<file path="src/rtl/dde_pkg.sv">
// Shared types, constants and helpers for the odometry EKF predict block.
// No dependencies; every other rtl file imports it.
package dde_pkg;

   localparam int WORD_W    = 48;
   localparam int OPND_W    = 49;
   localparam int TICK_MAX  = 32;
   localparam int NUM_WORDS = 12;
   localparam int CSR_IDX_W = 8;

   typedef logic signed [WORD_W-1:0] word_type;
   typedef logic signed [OPND_W-1:0] opnd_type;
   typedef logic signed [33:0]       cordic_type;

   localparam word_type MAX48 = {1'b0, {(WORD_W-1){1'b1}}};
   localparam word_type MIN48 = {1'b1, {(WORD_W-1){1'b0}}};

   localparam logic [CSR_IDX_W-1:0] CSR_DIST_PER_TICK     = 8'd0;
   localparam logic [CSR_IDX_W-1:0] CSR_INV_TRACK         = 8'd1;
   localparam logic [CSR_IDX_W-1:0] CSR_DISTANCE_VARIANCE = 8'd2;
   localparam logic [CSR_IDX_W-1:0] CSR_HEADING_VARIANCE  = 8'd3;

   localparam opnd_type   INV_TWO_PI   = 49'sd683565276;
   localparam cordic_type CORDIC_GAIN  = 34'sd652032875;
   localparam logic [4:0] CORDIC_LAST  = 5'd23;

   typedef enum logic [1:0] {
      ITEM_LOAD,
      ITEM_EMIT,
      ITEM_PREDICT
   } item_kind_type;

   typedef struct packed {
      item_kind_type            kind;
      logic [3:0]               load_index;
      word_type                 load_value;
      logic signed [TICK_MAX-1:0] dl;
      logic signed [TICK_MAX-1:0] dr;
   } item_type;

   typedef enum logic [1:0] {
      SH_0,
      SH_16,
      SH_30,
      SH_32
   } shift_type;

   typedef struct packed {
      logic      start;
      opnd_type  a;
      opnd_type  b;
      shift_type sh;
   } mul_req_type;

   typedef struct packed {
      logic        done;
      word_type    res;
      logic [31:0] phase;
   } mul_rsp_type;

   typedef enum logic [2:0] {
      BK_IDLE,
      BK_MUL,
      BK_WAIT,
      BK_CORDIC,
      BK_OUT
   } back_state_type;

   typedef enum logic [4:0] {
      OP_LEFT, OP_RIGHT, OP_PHASE, OP_DX, OP_DY, OP_TURN,
      OP_A0, OP_A1, OP_A2, OP_A3, OP_A4, OP_A5,
      OP_M0, OP_M1, OP_M3, OP_M4, OP_M6, OP_M7,
      OP_CC, OP_VCC, OP_CS, OP_VCS, OP_SS, OP_VSS
   } step_type;

   function automatic word_type sat_add48(word_type a, word_type b);
      logic signed [WORD_W:0] s;
      s = {a[WORD_W-1], a} + {b[WORD_W-1], b};
      if (s[WORD_W] != s[WORD_W-1]) begin
         return s[WORD_W] ? MIN48 : MAX48;
      end
      return s[WORD_W-1:0];
   endfunction

   function automatic word_type neg_sat48(word_type v);
      if (v == MIN48) begin
         return MAX48;
      end
      return -v;
   endfunction

   // atan(2^-i) in turns, 2^32 per turn
   function automatic logic [31:0] turn_angle(logic [4:0] i);
      logic [31:0] r;
      case (i)
         5'd0:  r = 32'h20000000;
         5'd1:  r = 32'h12E4051D;
         5'd2:  r = 32'h09FB385B;
         5'd3:  r = 32'h051111D4;
         5'd4:  r = 32'h028B0D43;
         5'd5:  r = 32'h0145D7E1;
         5'd6:  r = 32'h00A2F61E;
         5'd7:  r = 32'h00517C55;
         5'd8:  r = 32'h0028BE53;
         5'd9:  r = 32'h00145F2F;
         5'd10: r = 32'h000A2F98;
         5'd11: r = 32'h000517CC;
         5'd12: r = 32'h00028BE6;
         5'd13: r = 32'h000145F3;
         5'd14: r = 32'h0000A2F9;
         5'd15: r = 32'h0000517C;
         5'd16: r = 32'h000028BE;
         5'd17: r = 32'h0000145F;
         5'd18: r = 32'h00000A2F;
         5'd19: r = 32'h00000517;
         5'd20: r = 32'h0000028B;
         5'd21: r = 32'h00000145;
         5'd22: r = 32'h000000A2;
         5'd23: r = 32'h00000051;
         default: r = 32'h0;
      endcase
      return r;
   endfunction

endpackage

</file>
<file path="src/rtl/dde_queue.sv">
// Two-entry word queue between front and back end.
// Depends on dde_pkg for the item type.
module dde_queue import dde_pkg::*; (
   input  logic     clock,
   input  logic     reset,
   input  logic     push_valid,
   output logic     push_ready,
   input  item_type push_item,
   output logic     pop_valid,
   input  logic     pop_ready,
   output item_type pop_item
);

   item_type   mem_ff [2];
   logic       wr_ptr_ff, rd_ptr_ff;
   logic [1:0] cnt_ff;
   logic       push, pop;

   assign push_ready = (cnt_ff != 2'd2);
   assign pop_valid  = (cnt_ff != 2'd0);
   assign pop_item   = mem_ff[rd_ptr_ff];
   assign push       = push_valid && push_ready;
   assign pop        = pop_valid && pop_ready;

   always_ff @(posedge clock) begin
      if (push) begin
         mem_ff[wr_ptr_ff] <= push_item;
      end
   end

   always_ff @(posedge clock) begin
      if (reset) begin
         wr_ptr_ff <= 1'b0;
         rd_ptr_ff <= 1'b0;
         cnt_ff    <= 2'd0;
      end else begin
         if (push) wr_ptr_ff <= ~wr_ptr_ff;
         if (pop)  rd_ptr_ff <= ~rd_ptr_ff;
         cnt_ff <= cnt_ff + 2'(push) - 2'(pop);
      end
   end

endmodule

</file>
<file path="config.mk">
export PLATFORM = sky130hd
export DESIGN_NAME = dde_queue
export DESIGN_NICKNAME = d
export VERILOG_FILES = /design/src/rtl/dde_pkg.sv /design/src/rtl/dde_queue.sv
export SDC_FILE = /design/constraint.sdc
export NUM_CORES = 1
export LEC_CHECK = 0
export CORE_ASPECT_RATIO = 1.4
export CORE_UTILIZATION = 45
export CTS_BUF_LIST = sky130_fd_sc_hd__clkbuf_16
export DETAILED_ROUTE_END_ITERATION = 8
export DONT_BUFFER_PORTS = 1
export GPL_TIMING_DRIVEN = 1
export HOLD_SLACK_MARGIN = 0.08
export PLACE_DENSITY = 0.59
export SETUP_SLACK_MARGIN = 0.15
export SLEW_MARGIN = 20
export SYNTH_ARGS = -nofsm -noshare
export SYNTH_HDL_FRONTEND = slang
export SYNTH_SLANG_ARGS = --single-unit
</file>
<file path="constraint.sdc">
create_clock -name clock -period 15.6 [get_ports clock]
set_input_delay 2.34 -clock clock [delete_from_list [all_inputs] [get_ports clock]]
set_output_delay 2.34 -clock clock [all_outputs]
set_load 0.05 [all_outputs]
</file>
==> results.cfg <==
[drt]
wl_per_cell_um = 22.35
viasPerCell = 5.281
antenna_left = 0
wirelength_um = 14950
drtIter0Drc = 221
vias = 3533
drc = 0
drtPass1Iterations = 4

[global_routing]
overflow = 0
groute.usage.overall_pct = 14.32
grt_pass1_wl_um = 21590
antenna_found_initial = 0
grt_max_degree = 63
grt_pass1_vias = 3820

[finish]
layout-area-overhead-vs-synth_pct = 11.53
drive_gt1_share_pct = 37.53
fin_nets = 530
multiInputGateArea_um2 = 1540
diodes = 0
seq_area_um2 = 7191
nFillCells = 1566
finalNonFillerCells = 669
fin_util_pct = 51.12

[placement]
dp.cells = 630
post-dp-hpwl_um = 10000
portBuffers = 0
gp_congestion = 0.7422

[synth]
avgSynthCellArea_um2 = 22.53
syn_inst = 391
yosysSeqAreaShare_pct = 81.59
yosys_warnings = 0
ys_ff_latch = 241
syn_nets = 515
synth_area_um2 = 8808
synth_cell_types = 17

[pwr]
power_density_nw_per_um2 = 201.8
peakVddDrop_mv = 0.1142
power_mw = 1.982
power.leakage_nw = 3.216

[floorplanning]
floorplan.core_area_um2 = 19220
placementRows = 60
die_y_um = 167.5
ios = 242
die_area_um2 = 20150
start_util_pct = 45.83
die_w_um = 120.2

[clocking]
insertion_delay_ps = 490
cts.clk_slew.worst_paths_ps = 60
cts_sinks = 241
cts_setup_buffers = 0
clockBufferDepth = 3
cts_tree = built
htree_levels = 1
cts-root-buf = clkbuf_16
cts_resized = 0
numCtsBuffers = 22
hold_buffers = 0

[timing]
tns_ps = 0
rsz0062_at_grt = no
hold_viol_final = 0
period_minus_slack_ps = 5098
worstMarginPinSlew_ps = 826.6
relSlewSlack_pct = 44.89
setup_violations = 0
holdWs_ps = 523.6
slew_violations = 0
fin_crit_sh_pct = 32.68
clock_skew_ps = 13.09
fmax_mhz = 196.2

[setup_path]
critPathMaxFanout = 60
crit_path_start_kind = flip-flop
required_ps = 13260
crit_path_end_kind = output port
arrival_ps = 2760
critPathKind = flip-flop to output port

[worst_hold_path]
min_path_type = flip-flop to flip-flop

[run_status]
status = finished clean

[job]
drv_cap = 0
## routing by layer
| metal | vias to the layer above | track usage (%) | routed length, µm | share of wire (%) |
|---|---|---|---|---|
| met5 | - | 0 | 0 | 0 |
| met3 | 30 | 5.824 | 1570 | 11 |
| li1 | 1571 | - | - | - |
| met2 | 157 | 27.21 | 8332 | 56 |
| met4 | 0 | 6.119 | 458 | 3.1 |
| met1 | 1775 | 13.01 | 4587 | 31 |
## layout by cell type, fill, tap and decap left out
master,netlist,layout
and3_4,0,1
buf_4,0,4
bufinv_16,0,4
clkbuf_16,0,23
clkinv_1,0,5
clkinv_2,0,3
clkinv_4,0,1
dfxtp_1,5,4
dfxtp_4,0,1
edfxtp_1,236,236
ha_1,2,2
inv_1,1,4
mux2_2,99,99
mux2_4,20,20
nand2_1,1,1
nand2b_1,1,1
nor2_1,5,4
nor2_4,0,1
nor2b_1,2,2
o21a_1,1,1
or2_2,1,1
xnor2_1,2,2
xor2_1,1,1
## layout make-up
class	count	share of cell area [%]
repair buffers	4	0.3057
flip-flops and latches	241	73.19
inverters	1	0.03821
clock inverters	16	1.770
clock buffers	23	5.858
multi-input cells	136	15.68
well taps	248	3.158
## worst max-delay path, cell delays in order (launching register included)
cell     delay, ps
dfxtp_4        870
buf_4          750
mux2_2         550
## report_power, final
part	total, mW	internal (mW)	switching [mW]
Clock	0.547	0.332	0.215
Combinational	0.580	0.128	0.452
Sequential	0.855	0.815	0.0407
## metrics by stage
stage / instance area (µm²) / setup slack [ps]
after floorplan: 8808 / 7650
after global placement: 9075 / 11020
after detailed placement: 9075 / 10970
after CTS: 9824 / 10430
after global routing: 9824 / 10310
final: 9824 / 10500
## worst paths after layout
path | slack [ps] | to | cells after the start | from
worst max-delay path | 10500 | pop_item[36] | 2 | flip-flop
worst min register to register | 520 | rd_ptr_ff$_SDFFE_PP0P_ | 2 | rd_ptr_ff$_SDFFE_PP0P_
worst min-delay path | 520 | rd_ptr_ff$_SDFFE_PP0P_ | 2 | rd_ptr_ff$_SDFFE_PP0P_
worst max register to register | 12520 | mem_ff[0][103]$_DFFE_PP_ | 5 | cnt_ff[0]$_SDFF_PP0_
## cells by family (layout without fill, tap and decap cells)
group,after synthesis,after routing,share of synthesized area [%]
compound gates,1,1,0.08526
xor+xnor,3,3,0.2983
fa+ha+maj,2,2,0.2840
buf+inv,14,44,1.065
flops,241,241,81.59
mux,119,119,16.07
simple gates,11,11,0.6109
## synth_stat cells
cell,number,area [µm²]
or2_2,1,6.260
buf_2,9,45.04
xor2_1,1,8.760
dfxtp_1,5,100.1
inv_1,1,3.750
nor2_1,5,18.77
ha_1,2,25.02
nand2b_1,1,6.260
nor2b_1,2,12.51
nand2_1,1,3.750
buf_6,4,45.04
xnor2_1,2,17.52
edfxtp_1,236,7087
mux2_2,99,1115
o21a_1,1,7.510
mux2_4,20,300.3
and3_1,1,6.260
## registers in the layout, indices dropped and copies added, names as in the netlist, named ones only
name,cells
mem_ff,236
cnt_ff,2
rd_ptr_ff,1
wr_ptr_ff,1
No activity file was read; power rests on OpenSTA's default activity.
