### config.mk
export PLATFORM = sky130hd
export DESIGN_NAME = dde_mul
export DESIGN_NICKNAME = d
export VERILOG_FILES = /design/src/rtl/dde_pkg.sv /design/src/rtl/dde_mul.sv
export SDC_FILE = /design/constraint.sdc
export NUM_CORES = 2
export LEC_CHECK = 0
export BUFFER_PORTS_ARGS = -buffer_cell sky130_fd_sc_hd__buf_2
export CAP_MARGIN = 20
export CORE_MARGIN = 1
export CORE_UTILIZATION = 40
export DETAILED_ROUTE_END_ITERATION = 10
export GPL_TIMING_DRIVEN = 0
export PLACE_DENSITY_LB_ADDON = 0.3
export SETUP_SLACK_MARGIN = 0.02
export SYNTH_ARGS = -nofsm -noshare
export SYNTH_HDL_FRONTEND = slang
export SYNTH_SLANG_ARGS = --single-unit
### constraint.sdc
create_clock -name clock -period 13.52 [get_ports clock]
set_input_delay 2.704 -clock clock [delete_from_list [all_inputs] [get_ports clock]]
set_output_delay 2.704 -clock clock [all_outputs]
set_load 0.05 [all_outputs]
### src/rtl/dde_pkg.sv
// Shared types, constants and helpers for the odometry EKF predict block.
// No dependencies; every other rtl file imports it.
package dde_pkg;

   localparam int WORD_W    = 48;
   localparam int OPND_W    = 49;
   localparam int TICK_MAX  = 32;
   localparam int NUM_WORDS = 12;
   localparam int CSR_IDX_W = 8;

   typedef logic signed [WORD_W-1:0] word_type;
   typedef logic signed [OPND_W-1:0] opnd_type;
   typedef logic signed [33:0]       cordic_type;

   localparam word_type MAX48 = {1'b0, {(WORD_W-1){1'b1}}};
   localparam word_type MIN48 = {1'b1, {(WORD_W-1){1'b0}}};

   localparam logic [CSR_IDX_W-1:0] CSR_DIST_PER_TICK     = 8'd0;
   localparam logic [CSR_IDX_W-1:0] CSR_INV_TRACK         = 8'd1;
   localparam logic [CSR_IDX_W-1:0] CSR_DISTANCE_VARIANCE = 8'd2;
   localparam logic [CSR_IDX_W-1:0] CSR_HEADING_VARIANCE  = 8'd3;

   localparam opnd_type   INV_TWO_PI   = 49'sd683565276;
   localparam cordic_type CORDIC_GAIN  = 34'sd652032875;
   localparam logic [4:0] CORDIC_LAST  = 5'd23;

   typedef enum logic [1:0] {
      ITEM_LOAD,
      ITEM_EMIT,
      ITEM_PREDICT
   } item_kind_type;

   typedef struct packed {
      item_kind_type            kind;
      logic [3:0]               load_index;
      word_type                 load_value;
      logic signed [TICK_MAX-1:0] dl;
      logic signed [TICK_MAX-1:0] dr;
   } item_type;

   typedef enum logic [1:0] {
      SH_0,
      SH_16,
      SH_30,
      SH_32
   } shift_type;

   typedef struct packed {
      logic      start;
      opnd_type  a;
      opnd_type  b;
      shift_type sh;
   } mul_req_type;

   typedef struct packed {
      logic        done;
      word_type    res;
      logic [31:0] phase;
   } mul_rsp_type;

   typedef enum logic [2:0] {
      BK_IDLE,
      BK_MUL,
      BK_WAIT,
      BK_CORDIC,
      BK_OUT
   } back_state_type;

   typedef enum logic [4:0] {
      OP_LEFT, OP_RIGHT, OP_PHASE, OP_DX, OP_DY, OP_TURN,
      OP_A0, OP_A1, OP_A2, OP_A3, OP_A4, OP_A5,
      OP_M0, OP_M1, OP_M3, OP_M4, OP_M6, OP_M7,
      OP_CC, OP_VCC, OP_CS, OP_VCS, OP_SS, OP_VSS
   } step_type;

   function automatic word_type sat_add48(word_type a, word_type b);
      logic signed [WORD_W:0] s;
      s = {a[WORD_W-1], a} + {b[WORD_W-1], b};
      if (s[WORD_W] != s[WORD_W-1]) begin
         return s[WORD_W] ? MIN48 : MAX48;
      end
      return s[WORD_W-1:0];
   endfunction

   function automatic word_type neg_sat48(word_type v);
      if (v == MIN48) begin
         return MAX48;
      end
      return -v;
   endfunction

   // atan(2^-i) in turns, 2^32 per turn
   function automatic logic [31:0] turn_angle(logic [4:0] i);
      logic [31:0] r;
      case (i)
         5'd0:  r = 32'h20000000;
         5'd1:  r = 32'h12E4051D;
         5'd2:  r = 32'h09FB385B;
         5'd3:  r = 32'h051111D4;
         5'd4:  r = 32'h028B0D43;
         5'd5:  r = 32'h0145D7E1;
         5'd6:  r = 32'h00A2F61E;
         5'd7:  r = 32'h00517C55;
         5'd8:  r = 32'h0028BE53;
         5'd9:  r = 32'h00145F2F;
         5'd10: r = 32'h000A2F98;
         5'd11: r = 32'h000517CC;
         5'd12: r = 32'h00028BE6;
         5'd13: r = 32'h000145F3;
         5'd14: r = 32'h0000A2F9;
         5'd15: r = 32'h0000517C;
         5'd16: r = 32'h000028BE;
         5'd17: r = 32'h0000145F;
         5'd18: r = 32'h00000A2F;
         5'd19: r = 32'h00000517;
         5'd20: r = 32'h0000028B;
         5'd21: r = 32'h00000145;
         5'd22: r = 32'h000000A2;
         5'd23: r = 32'h00000051;
         default: r = 32'h0;
      endcase
      return r;
   endfunction

endpackage

### src/rtl/dde_mul.sv
// Shared multi-cycle signed 49x49 multiplier: four 25x25 partial products,
// then round-half-away, shift and saturate to 48 bits. Depends on dde_pkg.
module dde_mul import dde_pkg::*; (
   input  logic        clock,
   input  logic        reset,
   input  mul_req_type mul_req,
   output mul_rsp_type mul_rsp,
   output logic        mul_busy
);

   logic        run_ff;
   logic [2:0]  k_ff;
   logic [48:0] ma_ff, mb_ff;
   logic        neg_ff;
   shift_type   sh_ff;
   logic [97:0] acc_ff;
   logic        done_ff;
   word_type    res_ff;
   logic [31:0] phase_ff;

   logic [24:0] pa, pb;
   logic [49:0] pp;
   logic [97:0] term, shifted;
   logic [63:0] raw;
   logic        big;
   word_type    res_in;

   assign pa = k_ff[1] ? {1'b0, ma_ff[48:25]} : ma_ff[24:0];
   assign pb = k_ff[0] ? {1'b0, mb_ff[48:25]} : mb_ff[24:0];
   assign pp = pa * pb;

   always_comb begin
      case (k_ff[1:0])
         2'd0:    term = {48'b0, pp};
         2'd3:    term = {48'b0, pp} << 50;
         default: term = {48'b0, pp} << 25;
      endcase
      case (sh_ff)
         SH_16:   shifted = (acc_ff + (98'd1 << 15)) >> 16;
         SH_30:   shifted = (acc_ff + (98'd1 << 29)) >> 30;
         SH_32:   shifted = (acc_ff + (98'd1 << 31)) >> 32;
         default: shifted = acc_ff;
      endcase
      big = |shifted[97:48];
      if (neg_ff) begin
         res_in = (big || shifted[47:0] > {1'b1, 47'b0}) ? MIN48 : -signed'(shifted[47:0]);
      end else begin
         res_in = (big || shifted[47]) ? MAX48 : signed'(shifted[47:0]);
      end
      // low word of the exact signed product, used for the heading phase
      raw = neg_ff ? (~acc_ff[63:0] + 64'd1) : acc_ff[63:0];
   end

   always_ff @(posedge clock) begin
      if (mul_req.start) begin
         ma_ff  <= mul_req.a[48] ? 49'(~mul_req.a + 49'sd1) : 49'(mul_req.a);
         mb_ff  <= mul_req.b[48] ? 49'(~mul_req.b + 49'sd1) : 49'(mul_req.b);
         neg_ff <= mul_req.a[48] ^ mul_req.b[48];
         sh_ff  <= mul_req.sh;
         acc_ff <= '0;
      end else if (run_ff && !k_ff[2]) begin
         acc_ff <= acc_ff + term;
      end
      if (run_ff && k_ff[2]) begin
         res_ff   <= res_in;
         phase_ff <= raw[63:32];
      end
   end

   always_ff @(posedge clock) begin
      if (reset) begin
         run_ff  <= 1'b0;
         k_ff    <= 3'd0;
         done_ff <= 1'b0;
      end else begin
         done_ff <= run_ff && k_ff[2];
         if (mul_req.start) begin
            run_ff <= 1'b1;
            k_ff   <= 3'd0;
         end else if (run_ff) begin
            if (k_ff[2]) begin
               run_ff <= 1'b0;
            end else begin
               k_ff <= k_ff + 3'd1;
            end
         end
      end
   end

   assign mul_busy      = run_ff;
   assign mul_rsp.done  = done_ff;
   assign mul_rsp.res   = res_ff;
   assign mul_rsp.phase = phase_ff;

endmodule

==> impl_metrics.toml <==
[synthesis]
synthCells = 5689
yosysWarnings = 0
synth_top_area_share_pct = 22.2
synth_common_cells = "712 x inv_1, 675 x nand2_1, 527 x fa_1"
post_synth_main_area_contributors = "fa_1 22%, edfxtp_1 11%, ha_1 7.7%, inv_1 5.6%, xnor2_1 5.4%"
async_flop_share_pct = 0
ys_seq_elements = 284
synth_fp_nets = 6612
synth_cell_types = 104
synth_area_leader_cell = "fa_1"
synth_edf_count = 181
syn_area_per_cell_sq_um = 8.36
synthFlopType = "edfxtp_1"
yosysMostFrequentCell = "inv_1"
yosysSeqAreaShare_pct = 15.8
syn-cell-area_sq_um = 47600

[sta]
slew_headroom_pct = 15.9
slew_viol_final = 0
fin_tns_setup_ns = 0
period_share_pct = 96.8
grt_setup_unrepaired = "false"
hold_viol = 0
final.min_clock_period_ns = 13.09
final.setup_skew_ns = 0.0579
fmax_mhz = 76.4
tightest_slew_ns = 1.25
finalSetupViolations = 0

[layout]
area.sequential_sq_um = 7500
area_delta_synth_final_pct = 10.1
fillers = 11800
postLayoutCoreUtil_pct = 44.4
fin_area_sq_um = 52400
nets = 6865
drive_gt1_share_pct = 10.3
num_antenna_cells = 0
multiInputGateArea_sq_um = 36300
fin_cells = 7504

[hold_path]
holdCritPathClass = "flip-flop to flip-flop"
min_delay_path_depth = 2

[route]
dr.pass1.iters = 7
wl_microns = 197000
viasPerCell = 6.00
drc = 0
drt_iter0_markers = 4771
num_vias = 45100
ant_nets = 0
wl_per_cell_microns = 26.2

[placed_design]
placed_cells = 7433
postPlaceCellArea_sq_um = 50800
dp_hpwl_microns = 165000
gp_congestion = 1.03
port_buffers = 184

[critical_path]
worstPathMaxFanout = 10
reg2reg_slack_ns = 0.43
worstSetupStartpointType = "flip-flop"
end_kind = "flip-flop"
cp_slowest_stage_delay_ns = 0.65
reg2reg_depth = 43
slowest_stage = "or4b_2"
required_ns = 14.03
worst-setup-path-type = "flip-flop to flip-flop"
worstPathArrival_ns = 13.60

[floorplanning]
core_sq_um = 118000
die-area_sq_um = 120000
dieHeight_microns = 347
rows = 126
ios = 185
initial_utilization_pct = 40.4
die_w_microns = 347

[flow_run]
drv_cap = 0

[clocking]
path_clk_slew_ns = 0.07
cts_tree = "done"
clkSinkCount = 284
clk_latency_ns = 0.64
htreeDepth = 2
cts_root_buf = "clkbuf_16"
postCtsHoldBufs = 0
clock_path_buffers = 3
cts_inserted_buffers = 35

[global_route]
grt_pass1_vias = 43800
grt_max_degree = 99
antenna_found_initial = 1
grt_pass1_wl_microns = 289000
overflow = 0
track_usage_pct = 32.1

[run_status]
status = "finished, final reports clean"
[layout make-up]
| class | instances | area share (%) |
|---|---|---|
| Buffer | 344 | 2.94 |
| Clock inverter | 21 | 0.504 |
| Clock buffer | 42 | 1.78 |
| Sequential cell | 284 | 14.3 |
| Inverter | 712 | 5.10 |
| Multi-Input combinational cell | 4348 | 69.2 |
| Tap cell | 1536 | 3.67 |
| Timing Repair Buffer | 217 | 2.44 |
[layout by cell type (no fill, tap or decap), drive strengths merged, types with 21 or more instances in the layout]
| master | count |
|---|---|
| o31ai | 54 |
| and3 | 41 |
| clkbuf | 291 |
| o21a | 22 |
| a22o | 32 |
| o41ai | 24 |
| and4 | 25 |
| or4 | 50 |
| xor2 | 114 |
| nor2 | 523 |
| dfxtp | 103 |
| buf | 312 |
| o21ai | 193 |
| nor4 | 80 |
| a31oi | 49 |
| or3 | 42 |
| mux2 | 51 |
| o21bai | 31 |
| inv | 714 |
| nand2 | 677 |
| edfxtp | 181 |
| a211oi | 39 |
| mux2i | 60 |
| nor2b | 31 |
| nand2b | 36 |
| fa | 527 |
| nand4 | 128 |
| a221oi | 55 |
| nor3 | 112 |
| nand3 | 111 |
| or2 | 21 |
| xnor2 | 291 |
| and2 | 76 |
| a21oi | 241 |
| a21o | 87 |
| o211ai | 31 |
| ha | 293 |
[per-layer routing]
layer	wire length [microns]	track usage, %
met1	80700	42.2
met2	87300	50.8
met3	17300	5.54
met5	0	0
met4	11700	16.0
[final timing paths]
check                               from                       to
hold reg to reg   acc_ff[2]$_SDFFE_PP0P_   acc_ff[2]$_SDFFE_PP0P_
setup reg to reg    k_ff[1]$_SDFFE_PP0P_  acc_ff[86]$_SDFFE_PP0P_
setup / recovery    k_ff[1]$_SDFFE_PP0P_  acc_ff[86]$_SDFFE_PP0P_
hold / removal    acc_ff[2]$_SDFFE_PP0P_   acc_ff[2]$_SDFFE_PP0P_
[cell families (layout without fill, tap and decap cells)]
family	count (synthesis)	after routing	synth area share [%]
xor+xnor	405	405	7.45
fa+ha+maj	820	820	29.9
mux	122	122	2.99
compound gates	1011	1011	15.0
simple gates	1990	1990	20.3
buf+inv	1057	1336	8.70
flops	284	284	15.8
[state kept, by name (all words and copies together), names as in the netlist]
signal    cells
k_ff          3
done_ff       1
acc_ff       98
mul_busy      1
mb_ff        49
ma_ff        49
neg_ff        1
sh_ff         2
res_ff       48
phase_ff     32
[what timing repair did]
item                       CTS  global route
cloned                       0             0
setup endpoints to repair   58            29
setup buffers                0             7
gates resized for setup     50            96
[per-stage QoR]
stage / setup WS (ns) / hold WS [ns]
after detailed placement: -2.27 / 0.512
after floorplan: 2.29 / 0.458
after CTS: 0.0672 / 0.519
final: 0.429 / 0.525
after global routing: 0.0153 / 0.567
after global placement: -2.26 / 0.507
[critical path, delay by kind of cell (launching register included)]
kind,cells,cell delay [ns]
fa+ha+maj,9,4.23
compound gates,14,3.79
simple gates,7,1.96
buf+inv,11,1.79
flops,1,0.45
mux,1,0.43
xor+xnor,1,0.33
Power is left out: the tool's default activity adds up to more than one toggle a clock period on the data nets, which glitch-free logic cannot reach.
