==> src/rtl/dde_pkg.sv <==
// Shared types, constants and helpers for the odometry EKF predict block.
// No dependencies; every other rtl file imports it.
package dde_pkg;

   localparam int WORD_W    = 48;
   localparam int OPND_W    = 49;
   localparam int TICK_MAX  = 32;
   localparam int NUM_WORDS = 12;
   localparam int CSR_IDX_W = 8;

   typedef logic signed [WORD_W-1:0] word_type;
   typedef logic signed [OPND_W-1:0] opnd_type;
   typedef logic signed [33:0]       cordic_type;

   localparam word_type MAX48 = {1'b0, {(WORD_W-1){1'b1}}};
   localparam word_type MIN48 = {1'b1, {(WORD_W-1){1'b0}}};

   localparam logic [CSR_IDX_W-1:0] CSR_DIST_PER_TICK     = 8'd0;
   localparam logic [CSR_IDX_W-1:0] CSR_INV_TRACK         = 8'd1;
   localparam logic [CSR_IDX_W-1:0] CSR_DISTANCE_VARIANCE = 8'd2;
   localparam logic [CSR_IDX_W-1:0] CSR_HEADING_VARIANCE  = 8'd3;

   localparam opnd_type   INV_TWO_PI   = 49'sd683565276;
   localparam cordic_type CORDIC_GAIN  = 34'sd652032875;
   localparam logic [4:0] CORDIC_LAST  = 5'd23;

   typedef enum logic [1:0] {
      ITEM_LOAD,
      ITEM_EMIT,
      ITEM_PREDICT
   } item_kind_type;

   typedef struct packed {
      item_kind_type            kind;
      logic [3:0]               load_index;
      word_type                 load_value;
      logic signed [TICK_MAX-1:0] dl;
      logic signed [TICK_MAX-1:0] dr;
   } item_type;

   typedef enum logic [1:0] {
      SH_0,
      SH_16,
      SH_30,
      SH_32
   } shift_type;

   typedef struct packed {
      logic      start;
      opnd_type  a;
      opnd_type  b;
      shift_type sh;
   } mul_req_type;

   typedef struct packed {
      logic        done;
      word_type    res;
      logic [31:0] phase;
   } mul_rsp_type;

   typedef enum logic [2:0] {
      BK_IDLE,
      BK_MUL,
      BK_WAIT,
      BK_CORDIC,
      BK_OUT
   } back_state_type;

   typedef enum logic [4:0] {
      OP_LEFT, OP_RIGHT, OP_PHASE, OP_DX, OP_DY, OP_TURN,
      OP_A0, OP_A1, OP_A2, OP_A3, OP_A4, OP_A5,
      OP_M0, OP_M1, OP_M3, OP_M4, OP_M6, OP_M7,
      OP_CC, OP_VCC, OP_CS, OP_VCS, OP_SS, OP_VSS
   } step_type;

   function automatic word_type sat_add48(word_type a, word_type b);
      logic signed [WORD_W:0] s;
      s = {a[WORD_W-1], a} + {b[WORD_W-1], b};
      if (s[WORD_W] != s[WORD_W-1]) begin
         return s[WORD_W] ? MIN48 : MAX48;
      end
      return s[WORD_W-1:0];
   endfunction

   function automatic word_type neg_sat48(word_type v);
      if (v == MIN48) begin
         return MAX48;
      end
      return -v;
   endfunction

   // atan(2^-i) in turns, 2^32 per turn
   function automatic logic [31:0] turn_angle(logic [4:0] i);
      logic [31:0] r;
      case (i)
         5'd0:  r = 32'h20000000;
         5'd1:  r = 32'h12E4051D;
         5'd2:  r = 32'h09FB385B;
         5'd3:  r = 32'h051111D4;
         5'd4:  r = 32'h028B0D43;
         5'd5:  r = 32'h0145D7E1;
         5'd6:  r = 32'h00A2F61E;
         5'd7:  r = 32'h00517C55;
         5'd8:  r = 32'h0028BE53;
         5'd9:  r = 32'h00145F2F;
         5'd10: r = 32'h000A2F98;
         5'd11: r = 32'h000517CC;
         5'd12: r = 32'h00028BE6;
         5'd13: r = 32'h000145F3;
         5'd14: r = 32'h0000A2F9;
         5'd15: r = 32'h0000517C;
         5'd16: r = 32'h000028BE;
         5'd17: r = 32'h0000145F;
         5'd18: r = 32'h00000A2F;
         5'd19: r = 32'h00000517;
         5'd20: r = 32'h0000028B;
         5'd21: r = 32'h00000145;
         5'd22: r = 32'h000000A2;
         5'd23: r = 32'h00000051;
         default: r = 32'h0;
      endcase
      return r;
   endfunction

endpackage

==> src/rtl/dde_front.sv <==
// Front end: accepts request words, tracks previous encoder counts and
// classifies each word for the back end. Depends on dde_pkg.
module dde_front import dde_pkg::*; #(
   parameter int TICK_WIDTH = 32
) (
   input  logic                    clock,
   input  logic                    reset,
   input  logic                    req_valid,
   output logic                    req_ready,
   input  logic                    req_func,
   input  logic signed [31:0]      req_left_ticks,
   input  logic signed [31:0]      req_right_ticks,
   input  logic [3:0]              req_load_index,
   input  logic signed [47:0]      req_load_value,
   output logic                    push_valid,
   input  logic                    push_ready,
   output item_type                push_item
);

   logic [TICK_WIDTH-1:0] prev_l_ff, prev_l_in;
   logic [TICK_WIDTH-1:0] prev_r_ff, prev_r_in;
   logic                  seen_ff, seen_in;
   logic [TICK_WIDTH-1:0] left, right;
   logic signed [TICK_WIDTH-1:0] dl_s, dr_s;
   logic                  accept;

   assign left      = req_left_ticks[TICK_WIDTH-1:0];
   assign right     = req_right_ticks[TICK_WIDTH-1:0];
   assign dl_s      = signed'(left - prev_l_ff);
   assign dr_s      = signed'(right - prev_r_ff);
   assign req_ready = push_ready;
   assign accept    = req_valid && req_ready;

   // the first encoder word only primes the counts
   assign push_valid = req_valid && (req_func || seen_ff);

   always_comb begin
      push_item.load_index = req_load_index;
      push_item.load_value = req_load_value;
      push_item.dl         = TICK_MAX'(dl_s);
      push_item.dr         = TICK_MAX'(dr_s);
      if (req_func) begin
         push_item.kind = ITEM_LOAD;
      end else if (left != prev_l_ff || right != prev_r_ff) begin
         push_item.kind = ITEM_PREDICT;
      end else begin
         push_item.kind = ITEM_EMIT;
      end
      prev_l_in = prev_l_ff;
      prev_r_in = prev_r_ff;
      seen_in   = seen_ff;
      if (accept && !req_func) begin
         prev_l_in = left;
         prev_r_in = right;
         seen_in   = 1'b1;
      end
   end

   always_ff @(posedge clock) begin
      if (reset) begin
         prev_l_ff <= '0;
         prev_r_ff <= '0;
         seen_ff   <= 1'b0;
      end else begin
         prev_l_ff <= prev_l_in;
         prev_r_ff <= prev_r_in;
         seen_ff   <= seen_in;
      end
   end

endmodule

==> config.mk <==
export PLATFORM = sky130hd
export DESIGN_NAME = dde_front
export DESIGN_NICKNAME = d
export VERILOG_FILES = /design/src/rtl/dde_pkg.sv /design/src/rtl/dde_front.sv
export SDC_FILE = /design/constraint.sdc
export NUM_CORES = 1
export LEC_CHECK = 0
export ABC_AREA = 1
export BUFFER_PORTS_ARGS = -buffer_cell sky130_fd_sc_hd__buf_2
export CORE_MARGIN = 2
export CORE_UTILIZATION = 46
export DETAILED_ROUTE_END_ITERATION = 8
export PLACE_DENSITY = 0.73
export SETUP_SLACK_MARGIN = 0.3
export SLEW_MARGIN = 20
export SYNTH_ARGS = -nofsm -noshare
export SYNTH_HDL_FRONTEND = slang
export SYNTH_SLANG_ARGS = --single-unit
==> constraint.sdc <==
create_clock -name clock -period 3.1 [get_ports clock]
set_input_delay 0.62 -clock clock [delete_from_list [all_inputs] [get_ports clock]]
set_output_delay 0.62 -clock clock [all_outputs]
set_load 0.05 [all_outputs]
==> impl_metrics.env, run 1 <==
export IMPL_drc=0
export IMPL_slew_viol_final=0
export IMPL_start_kind="input pin"
export IMPL_synthAdderAreaFrac_pct=10.7
export IMPL_synth_edff_count=0
export IMPL_grt_first_pass_wirelength_mm=36.9
export IMPL_routed_wl_mm=23.9
export IMPL_fp_coreArea_mm2=0.0164
export IMPL_grt_max_degree=62
export IMPL_whs_endpoint="prev_l_ff[28]$_SDFFE_PP0P_"
export IMPL_powerDensity_mw_per_mm2=425
export IMPL_hold_depth=2
export IMPL_place_gp_congestion=0.919
export IMPL_hold_viol=0
export IMPL_synth_xor_area_share_pct=3.44
export IMPL_dp_cells=1676
export IMPL_clock_sinks=65
export IMPL_seq_area_frac_synth_pct=17.0
export IMPL_vias=8414
export IMPL_via_per_inst=4.90
export IMPL_rows=47
export IMPL_grt_use_total_pct=25.7
export IMPL_rrSetupSlack_ns=2.28
export IMPL_combPwrFrac_pct=57.5
export IMPL_syn_cell_area_mm2=0.00764
export IMPL_synth_warnings=0
export IMPL_switching_share_pct=46.4
export IMPL_drv_cap=0
export IMPL_p_switching_mw=2.10
export IMPL_p_clk_share_pct=22.8
export IMPL_cp_arrival_ns=2.16
export IMPL_tightest_slew_ns=0.727
export IMPL_irDropWorstVdd_uv=302
export IMPL_critPathMaxFanout=3
export IMPL_synth_area_mux_share_pct=0
export IMPL_cts_buffers=9
export IMPL_r2r_start="prev_r_ff[0]$_SDFFE_PP0P_"
export IMPL_yosysTopAreaCellShare_pct=22.8
export IMPL_regToRegEndpoint="prev_r_ff[0]$_SDFFE_PP0P_"
export IMPL_dieArea_mm2=0.0176
export IMPL_drive_gt1_share_pct=32.8
export IMPL_syn_to_final_growth_pct=39.8
export IMPL_netlist_cell_type_count=30
export IMPL_finalSetupViolations=0
export IMPL_cts_tree="yes"
export IMPL_reg2regPathDepth=2
export IMPL_pre_cts_slack_ns=-0.0182
export IMPL_start_util_pct=46.5
export IMPL_postSynthAreaPerCell_um2=5.63
export IMPL_ios=241
export IMPL_grt_ovfl_total=0
export IMPL_finalPower_mw=4.54
export IMPL_cts_root_buf="clkbuf_16"
export IMPL_rsz0062_at_grt="true"
export IMPL_antenna_found_initial=1
export IMPL_synthSimpleGateAreaFrac_pct=37.7
export IMPL_dpl_hpwl_mm=17.4
export IMPL_post_drt_wl_per_cell_um=14.0
export IMPL_ys_ff_latch=65
export IMPL_synth_top_family_by_area="simple AND/OR/NAND/NOR gates"
export IMPL_dieHeight_um=133
export IMPL_p_int_mw=2.43
export IMPL_run_status="completed"
export IMPL_clk_pin_slew_ns=0.05
export IMPL_hp_class="register to register"
export IMPL_leakage_nw=5.54
export IMPL_fin_cells=1716
export IMPL_fp_dieW_um=133
export IMPL_holdBufCountCts=0
export IMPL_dr_pass1_iters=5
export IMPL_synth_compound_area_share_pct=9.86
export IMPL_relSlewSlack_pct=51.6
export IMPL_cts_htree_levels=3
export IMPL_cts_buffer_depth=2
export IMPL_clock_fmax_ghz=0.360
export IMPL_fin_crit_sh_pct=89.6
export IMPL_fillers=1424
export IMPL_synth_nets=1542
export IMPL_seq_power_share_pct=19.7
export IMPL_endpoint_kind="primary output"
export IMPL_worstHoldStart="prev_l_ff[28]$_SDFFE_PP0P_"
export IMPL_crit_required_ns=2.48
export IMPL_yosysMostFrequentCell="nand2_1"
export IMPL_yosys_area_top_type="nand2_1"
export IMPL_drt_iter0_drc=437
export IMPL_portBuffers=136
export IMPL_synth_common_cells="nand2_1 (463), inv_1 (300), nor2_1 (140), dfxtp_1 (65)"
export IMPL_synthArstFlopShare_pct=0
export IMPL_clock_skew_ns=0
export IMPL_netlist_instances=1357
export IMPL_layout_setup_ws_ns=0.323
export IMPL_min_period_ns=2.78
export IMPL_ys_flop_type="dfxtp_1"
export IMPL_crit_type="input pin to primary output"
export IMPL_clkLatencyLatePin_ns=0.34
export IMPL_ys_top_cells_by_area="nand2_1 (23%), dfxtp_1 (17%), inv_1 (15%)"
export IMPL_grt_pass1_vias=7864
export IMPL_nNetsFinal=1677
export IMPL_ant_nets=0
## layer usage
| layer | track usage, % | wire [µm] | part of all wire [%] | up-vias |
|---|---|---|---|---|
| met1 | 30.7 | 10100 | 42 | 3840 |
| met3 | 4.41 | 944 | 3.9 | 49 |
| met2 | 46.0 | 12300 | 51 | 203 |
| met4 | 9.38 | 658 | 2.7 | 0 |
| li1 | - | - | - | 4322 |
| met5 | 0 | 0 | 0 | - |
## state kept, by name (all words and copies together), names as in the netlist
register	count
prev_r_ff	32
prev_l_ff	32
seen_ff	1
## worst max-delay path: stages
cell     delay, ns
buf_6         0.08
inv_4         0.03
ha_4          0.16
fa_2          0.35
inv_2         0.10
nand3_4       0.09
nand3_4       0.09
nand2_2       0.08
nand2_2       0.08
nand2_2       0.06
nand3_1       0.11
nand2_2       0.07
nand2_4       0.08
buf_8         0.14
## cell type report
class,instances,area (µm²),area share [%]
timing repair buffer,199,1430,13.4
tap,220,275,2.58
clock buffer,11,243,2.27
antenna,1,2.50,0.0234
multi-input combinational,916,6240,58.4
sequential,65,1300,12.2
clock inverter,3,42.5,0.398
inverter,301,1140,10.6
## power by group through the flow
| stage | Clock (mW) | Sequential, mW | Combinational [mW] |
|---|---|---|---|
| after floorplan | 0 | 0.906 | 1.72 |
| after global placement | 0 | 0.908 | 2.05 |
| after detailed placement | 0 | 0.910 | 2.07 |
| after CTS | 1.05 | 0.892 | 2.30 |
| after global routing | 1.09 | 0.896 | 2.79 |
| final | 1.03 | 0.893 | 2.61 |
## how the worst max path moves through the flow
stage	start	endpoint	slack, ns	depth (start not counted)
final	req_left_ticks[0]	push_item[56]	0.32	14
after global routing	prev_r_ff[6]$_SDFFE_PP0P_	push_item[19]	0.25	13
after CTS	req_left_ticks[5]	push_item[46]	0.25	11
after detailed placement	req_right_ticks[0]	push_item[12]	-0.02	12
after global placement	req_right_ticks[0]	push_item[28]	0.01	14
after floorplan	req_right_ticks[2]	push_item[15]	0.18	8
## through the flow
step	util (%)	cell area [µm²]	setup TNS, ns	hold slack [ns]
global route	65.1	10700	0	0.496
detailed placement	52.3	8580	-0.0312	0.456
floorplan	-	7830	0	0.441
global placement	52.3	8580	0	0.454
finish	65.1	10700	0	0.470
CTS	58.6	9620	0	0.470
## kinds of logic after synthesis
group / after synthesis
AOI/OAI and AO/OA: 115
adders and majority gates: 64
xor gates and xnor gates: 30
DFF: 65
and+or+nand+nor: 707
buffers and inverters: 376
## layout by cell type, fill, tap and decap left out, types with 12 or more instances in the layout
cell type,instances
nand2_1,381
inv_1,288
nor2_1,112
buf_2,93
nand2_2,83
buf_4,70
dfxtp_1,63
a211oi_1,62
ha_4,53
nand3_1,37
a21oi_2,28
buf_6,26
nor2_2,24
nand2_4,15
a21oi_1,14
nor2_4,13
xor2_2,13
nand4_1,12
## what timing repair did
| action | 4_1_cts | 5_1_grt |
|---|---|---|
| hold endpoints to repair | 0 | 0 |
| buffers inserted | 4 | 21 |
| gates resized for setup | 159 | 218 |
| pin swaps | 6 | 55 |
| setup endpoints to repair | 53 | 50 |
(Power assumes the default switching activity.)
==> run 2: changes to the inputs <==
Settings changed: PLACE_DENSITY 0.73 to 0.74.
==> impl_metrics.env, run 2 (synthesis gave the netlist of run 1 again) <==
export IMPL_cp_top_family="simple AND/OR/NAND/NOR gates"
export IMPL_path_cells="buf_6 > inv_4 > ha_4 > fa_2 > inv_2 > nand3_2 > nand3_4 > nand3_4 > nand3_4 > nand2_2 > nand2_2 > nand2_1 > nand2_2 > buf_8"
export IMPL_hold_depth=2
export IMPL_tightest_slew_ns=0.808
export IMPL_largestRegisters="prev_l_ff x32, prev_r_ff x32, seen_ff x1"
export IMPL_grt_pass1_vias=7734
export IMPL_slew_viol_final=0
export IMPL_fp_dieW_um=133
export IMPL_critPathMaxStageDelay_ns=0.36
export IMPL_dieArea_mm2=0.0176
export IMPL_cts_buffer_depth=2
export IMPL_clock_sinks=65
export IMPL_relSlewSlack_pct=46.2
export IMPL_drc=0
export IMPL_routed_wl_mm=23.6
export IMPL_grt_first_pass_wirelength_mm=35.4
export IMPL_reg2regPathDepth=2
export IMPL_via_per_inst=4.93
export IMPL_cts_tree="yes"
export IMPL_hold_worst_slack_ns=0.471
export IMPL_ant_nets=0
export IMPL_crit_required_ns=2.48
export IMPL_critPathBufInv=4
export IMPL_critPathMaxFanout=3
export IMPL_dpl_hpwl_mm=17.2
export IMPL_rsz0062_at_grt="true"
export IMPL_fin_crit_sh_pct=91.0
export IMPL_leakage_nw=5.49
export IMPL_fp_coreArea_mm2=0.0164
export IMPL_cts_root_buf="clkbuf_16"
export IMPL_worstHoldStart="prev_r_ff[30]$_SDFFE_PP0P_"
export IMPL_powerDensity_mw_per_mm2=446
export IMPL_rrSetupSlack_ns=2.33
export IMPL_hold_viol=0
export IMPL_crit_type="input pin to primary output"
export IMPL_grt_ovfl_total=0
export IMPL_mostFrequentLayoutCells="nand2_1 (389), inv_1 (293), nor2_1 (112), buf_2 (91), nand2_2 (78)"
export IMPL_final_common_cell="nand2_1"
export IMPL_clk_pin_slew_ns=0.06
export IMPL_dieHeight_um=133
export IMPL_clkLatencyLatePin_ns=0.35
export IMPL_hp_class="register to register"
export IMPL_clock_skew_ns=0
export IMPL_drt_iter0_drc=331
export IMPL_rows=47
export IMPL_regToRegEndpoint="prev_r_ff[1]$_SDFFE_PP0P_"
export IMPL_clock_fmax_ghz=0.355
export IMPL_post_drt_wl_per_cell_um=13.9
export IMPL_min_period_ns=2.82
export IMPL_fin_area_mm2=0.0105
export IMPL_finalSetupViolations=0
export IMPL_dpl_cell_area_mm2=0.00858
export IMPL_irDropWorstVdd_uv=316
export IMPL_finalPower_mw=4.71
export IMPL_cts_buffers=9
export IMPL_endpoint_kind="primary output"
export IMPL_grt_use_total_pct=24.6
export IMPL_start_kind="input pin"
export IMPL_drv_cap=0
export IMPL_cts_htree_levels=3
export IMPL_diodes=0
export IMPL_portBuffers=136
export IMPL_ios=241
export IMPL_whs_endpoint="prev_r_ff[30]$_SDFFE_PP0P_"
export IMPL_place_gp_congestion=0.963
export IMPL_start_util_pct=46.5
export IMPL_r2r_start="prev_r_ff[1]$_SDFFE_PP0P_"
export IMPL_critical_path_slowest_cell="fa_2"
export IMPL_syn_to_final_growth_pct=38.1
export IMPL_dr_pass1_iters=7
export IMPL_cp_arrival_ns=2.20
export IMPL_antenna_found_initial=1
export IMPL_grt_max_degree=82
export IMPL_nNetsFinal=1661
export IMPL_vias=8384
export IMPL_drive_gt1_share_pct=31.2
export IMPL_run_status="completed"
## run 2: changes by cell type in the layout (fill, tap and decap cells not counted), moves of 3 or more
| cell | change |
|---|---|
| a21oi_1 | +6 |
| a21oi_2 | -4 |
| buf_4 | -17 |
| inv_1 | +5 |
| inv_2 | -5 |
| nand2_1 | +8 |
| nand2_2 | -5 |
| nand2_4 | -3 |
## run 2: worst min-delay path, delay by kind of cell (launching register included)
kind	cells	cell delay (ns)
buffers and inverters	1	0.06
DFF	1	0.30
AOI/OAI and AO/OA	1	0.07
## run 2: timing repair
action	4_1_cts	5_1_grt
buffers inserted	2	8
hold buffers	0	0
endpoints found under the hold margin	0	0
pin swaps	2	39
gates resized for setup	127	230
endpoints found under the setup margin	51	51
## run 2: area by class of cell
type | count | area, µm²
Fill cell | 1409 | 5860
Tap cell | 220 | 275
Clock buffer | 10 | 239
Inverter | 301 | 1140
Clock inverter | 6 | 115
Multi-Input combinational cell | 916 | 6150
Timing Repair Buffer | 183 | 1330
Sequential cell | 65 | 1300
## run 2: metal layers
layer | routed length, µm | vias to the layer above | part of all wire [%] | GRT usage (%)
met5 | 13 | - | 0.055 | 0
met2 | 11700 | 240 | 50 | 43.1
met4 | 748 | 2 | 3.2 | 10.9
met3 | 1030 | 53 | 4.4 | 3.10
met1 | 10100 | 3794 | 43 | 30.0
li1 | - | 4295 | - | -
## run 2: stage by stage
| stage | setup WS, ns | instances | utilization (%) | setup TNS (ns) |
|---|---|---|---|---|
| 2_1_floorplan | 0.178 | 1357 | - | 0 |
| 3_3_place_gp | 0.00334 | 1675 | 52.3 | 0 |
| 3_5_place_dp | -0.00552 | 1675 | 52.3 | -0.00662 |
| 4_1_cts | 0.274 | 1693 | 57.3 | 0 |
| 5_1_grt | 0.216 | 1701 | 64.3 | 0 |
| 6_report | 0.280 | 1701 | 64.3 | 0 |
## run 2: how the worst max path moves through the flow
| stage | from | cells after the start | slack, ns | endpoint |
|---|---|---|---|---|
| after global placement | req_right_ticks[0] | 14 | 0.003 | push_item[28] |
| final | req_left_ticks[0] | 14 | 0.28 | push_item[60] |
| after floorplan | req_right_ticks[2] | 8 | 0.18 | push_item[15] |
| after CTS | req_left_ticks[8] | 10 | 0.27 | push_item[47] |
| after detailed placement | req_right_ticks[0] | 14 | -0.006 | push_item[20] |
| after global routing | req_left_ticks[27] | 11 | 0.22 | push_item[60] |
## run 2: power breakdown
part	switching [mW]	total (mW)	internal, mW
sequential	0.0138	0.893	0.879
clock	0.442	1.25	0.811
combinational	1.67	2.56	0.891
total	2.13	4.71	2.58
==> run 3: changes to the inputs <==
Settings changed: ABC_CLOCK_PERIOD_IN_PS set to 3510, HOLD_SLACK_MARGIN set to 0.12.
Clock period 3.1 ns to 3.51 ns, I/O delays scaled along.
==> impl_metrics.env, run 3 (synthesis gave the netlist of run 1 again) <==
export IMPL_run_status="completed"
export IMPL_finalSetupViolations=0
export IMPL_tns_ns=0
export IMPL_rrSetupSlack_ns=2.78
export IMPL_grt_ovfl_total=0
export IMPL_pre_cts_slack_ns=0.192
export IMPL_drc=0
export IMPL_dpl_hpwl_mm=17.1
export IMPL_ios=241
export IMPL_mostFrequentLayoutCells="nand2_1 (456), inv_1 (298), nor2_1 (136), buf_2 (110), dfxtp_1 (65)"
export IMPL_p_int_mw=1.89
export IMPL_powerDensity_mw_per_mm2=409
export IMPL_dieHeight_um=133
export IMPL_p_clk_share_pct=27.3
export IMPL_relSlewSlack_pct=42.7
export IMPL_nNetsFinal=1622
export IMPL_rsz0062_at_grt="true"
export IMPL_crit_type="input pin to primary output"
export IMPL_crit_required_ns=2.81
export IMPL_grt_max_degree=90
export IMPL_postCtsSetupBuffers=0
export IMPL_seq_power_share_pct=22.1
export IMPL_holdBufCountCts=0
export IMPL_p_switching_mw=1.67
export IMPL_cts_root_buf="clkbuf_16"
export IMPL_place_gp_congestion=0.985
export IMPL_antenna_found_initial=1
export IMPL_min_period_ns=3.10
export IMPL_cts_htree_levels=3
export IMPL_irDropWorstVdd_uv=256
export IMPL_portBuffers=136
export IMPL_r2r_start="prev_l_ff[1]$_SDFFE_PP0P_"
export IMPL_drive_gt1_share_pct=15.8
export IMPL_grt_first_pass_wirelength_mm=33.7
export IMPL_start_util_pct=46.5
export IMPL_cp_arrival_ns=2.40
export IMPL_layout_setup_ws_ns=0.412
export IMPL_reg2regPathDepth=2
export IMPL_grt_pass1_vias=7129
export IMPL_hold_depth=2
export IMPL_rows=47
export IMPL_clkLatencyLatePin_ns=0.35
export IMPL_regToRegEndpoint="prev_l_ff[1]$_SDFFE_PP0P_"
export IMPL_cts_tree="yes"
export IMPL_drv_cap=0
export IMPL_clk_pin_slew_ns=0.06
export IMPL_critPathMaxFanout=3
export IMPL_grt_use_total_pct=23.7
export IMPL_dpl_cell_area_mm2=0.00819
export IMPL_hold_viol=0
export IMPL_fillers=1723
export IMPL_drt_iter0_drc=364
export IMPL_slew_viol_final=0
export IMPL_dr_pass1_iters=5
export IMPL_syn_to_final_growth_pct=14.0
export IMPL_clock_fmax_ghz=0.323
export IMPL_vias=7863
export IMPL_multi_input_area_mm2=0.00485
export IMPL_via_per_inst=4.73
export IMPL_largestRegisters="prev_l_ff x32, prev_r_ff x32, seen_ff x1"
export IMPL_ant_nets=0
export IMPL_routed_wl_mm=20.9
export IMPL_fp_dieW_um=133
export IMPL_leakage_nw=5.05
export IMPL_cts_buffers=9
export IMPL_worstHoldStart="prev_l_ff[5]$_SDFFE_PP0P_"
export IMPL_fin_crit_sh_pct=88.3
export IMPL_final_common_cell="nand2_1"
export IMPL_tightest_slew_ns=0.860
export IMPL_switching_share_pct=46.9
export IMPL_fin_area_mm2=0.00870
export IMPL_whs_endpoint="prev_l_ff[5]$_SDFFE_PP0P_"
export IMPL_cts_buffer_depth=2
export IMPL_regArea_mm2=0.00130
export IMPL_clock_skew_ns=0
export IMPL_post_drt_wl_per_cell_um=12.5
export IMPL_dieArea_mm2=0.0176
export IMPL_endpoint_kind="primary output"
export IMPL_start_kind="input pin"
export IMPL_combPwrFrac_pct=50.5
export IMPL_fp_coreArea_mm2=0.0164
export IMPL_hold_worst_slack_ns=0.467
export IMPL_clock_sinks=65
export IMPL_hp_class="register to register"
run 3: power by group through the flow:
stage | clock, mW | combinational (mW) | sequential [mW]
6_report | 0.973 | 1.80 | 0.787
3_3_place_gp | 0 | 1.73 | 0.802
5_1_grt | 1.02 | 1.96 | 0.791
2_1_floorplan | 0 | 1.47 | 0.800
3_5_place_dp | 0 | 1.73 | 0.803
4_1_cts | 0.993 | 1.76 | 0.787
run 3: worst max path at each step:
stage	slack [ns]	to	cells past startpoint	startpoint
6_report	0.41	push_item[24]	14	req_right_ticks[0]
5_1_grt	0.26	push_item[54]	13	req_left_ticks[5]
3_3_place_gp	0.23	push_item[28]	14	req_right_ticks[0]
2_1_floorplan	0.31	push_item[14]	9	req_right_ticks[0]
4_1_cts	0.31	push_item[48]	12	req_left_ticks[0]
3_5_place_dp	0.19	push_item[28]	14	req_right_ticks[0]
run 3: critical path: stages:
cell and delay [ns]:
buf_2 0.07, inv_1 0.04, ha_1 0.22, fa_2 0.37, inv_2 0.08, nand3_1 0.08, nand3_2 0.10, nand2_1 0.07
nand2_1 0.12, nand2_1 0.09, nand3_1 0.09, nand2_1 0.05, nand2_1 0.13, buf_6 0.18
run 3: what timing repair did:
action / CTS / global route
setup endpoints to repair: 11 / 41
resized for setup: 15 / 53
pin swaps: 0 / 2
run 3: area by class of cell:
class	instances	share of cell area (%)
multi-input cells	916	55.7
flip-flops and latches	65	14.9
inverters	301	13.0
repair buffers	144	9.52
well taps	220	3.16
clock buffers	12	3.06
clock inverters	4	0.575
diodes	1	0.0287
run 3: layer usage:
layer / vias to the layer above / global-route usage (%) / part of all wire, %
met2: 194 / 40.7 / 47
met1: 3407 / 30.2 / 46
met3: 26 / 3.91 / 5.3
li1: 4236 / - / -
met4: 0 / 7.47 / 1.8
met5: - / 0 / 0
run 3: through the flow:
| step | total power [mW] | util [%] | instances |
|---|---|---|---|
| after floorplan | 2.27 | - | 1357 |
| after global placement | 2.53 | 49.9 | 1646 |
| after detailed placement | 2.54 | 49.9 | 1646 |
| after CTS | 3.54 | 52.1 | 1662 |
| final | 3.56 | 53.1 | 1663 |
| after global routing | 3.77 | 53.0 | 1662 |
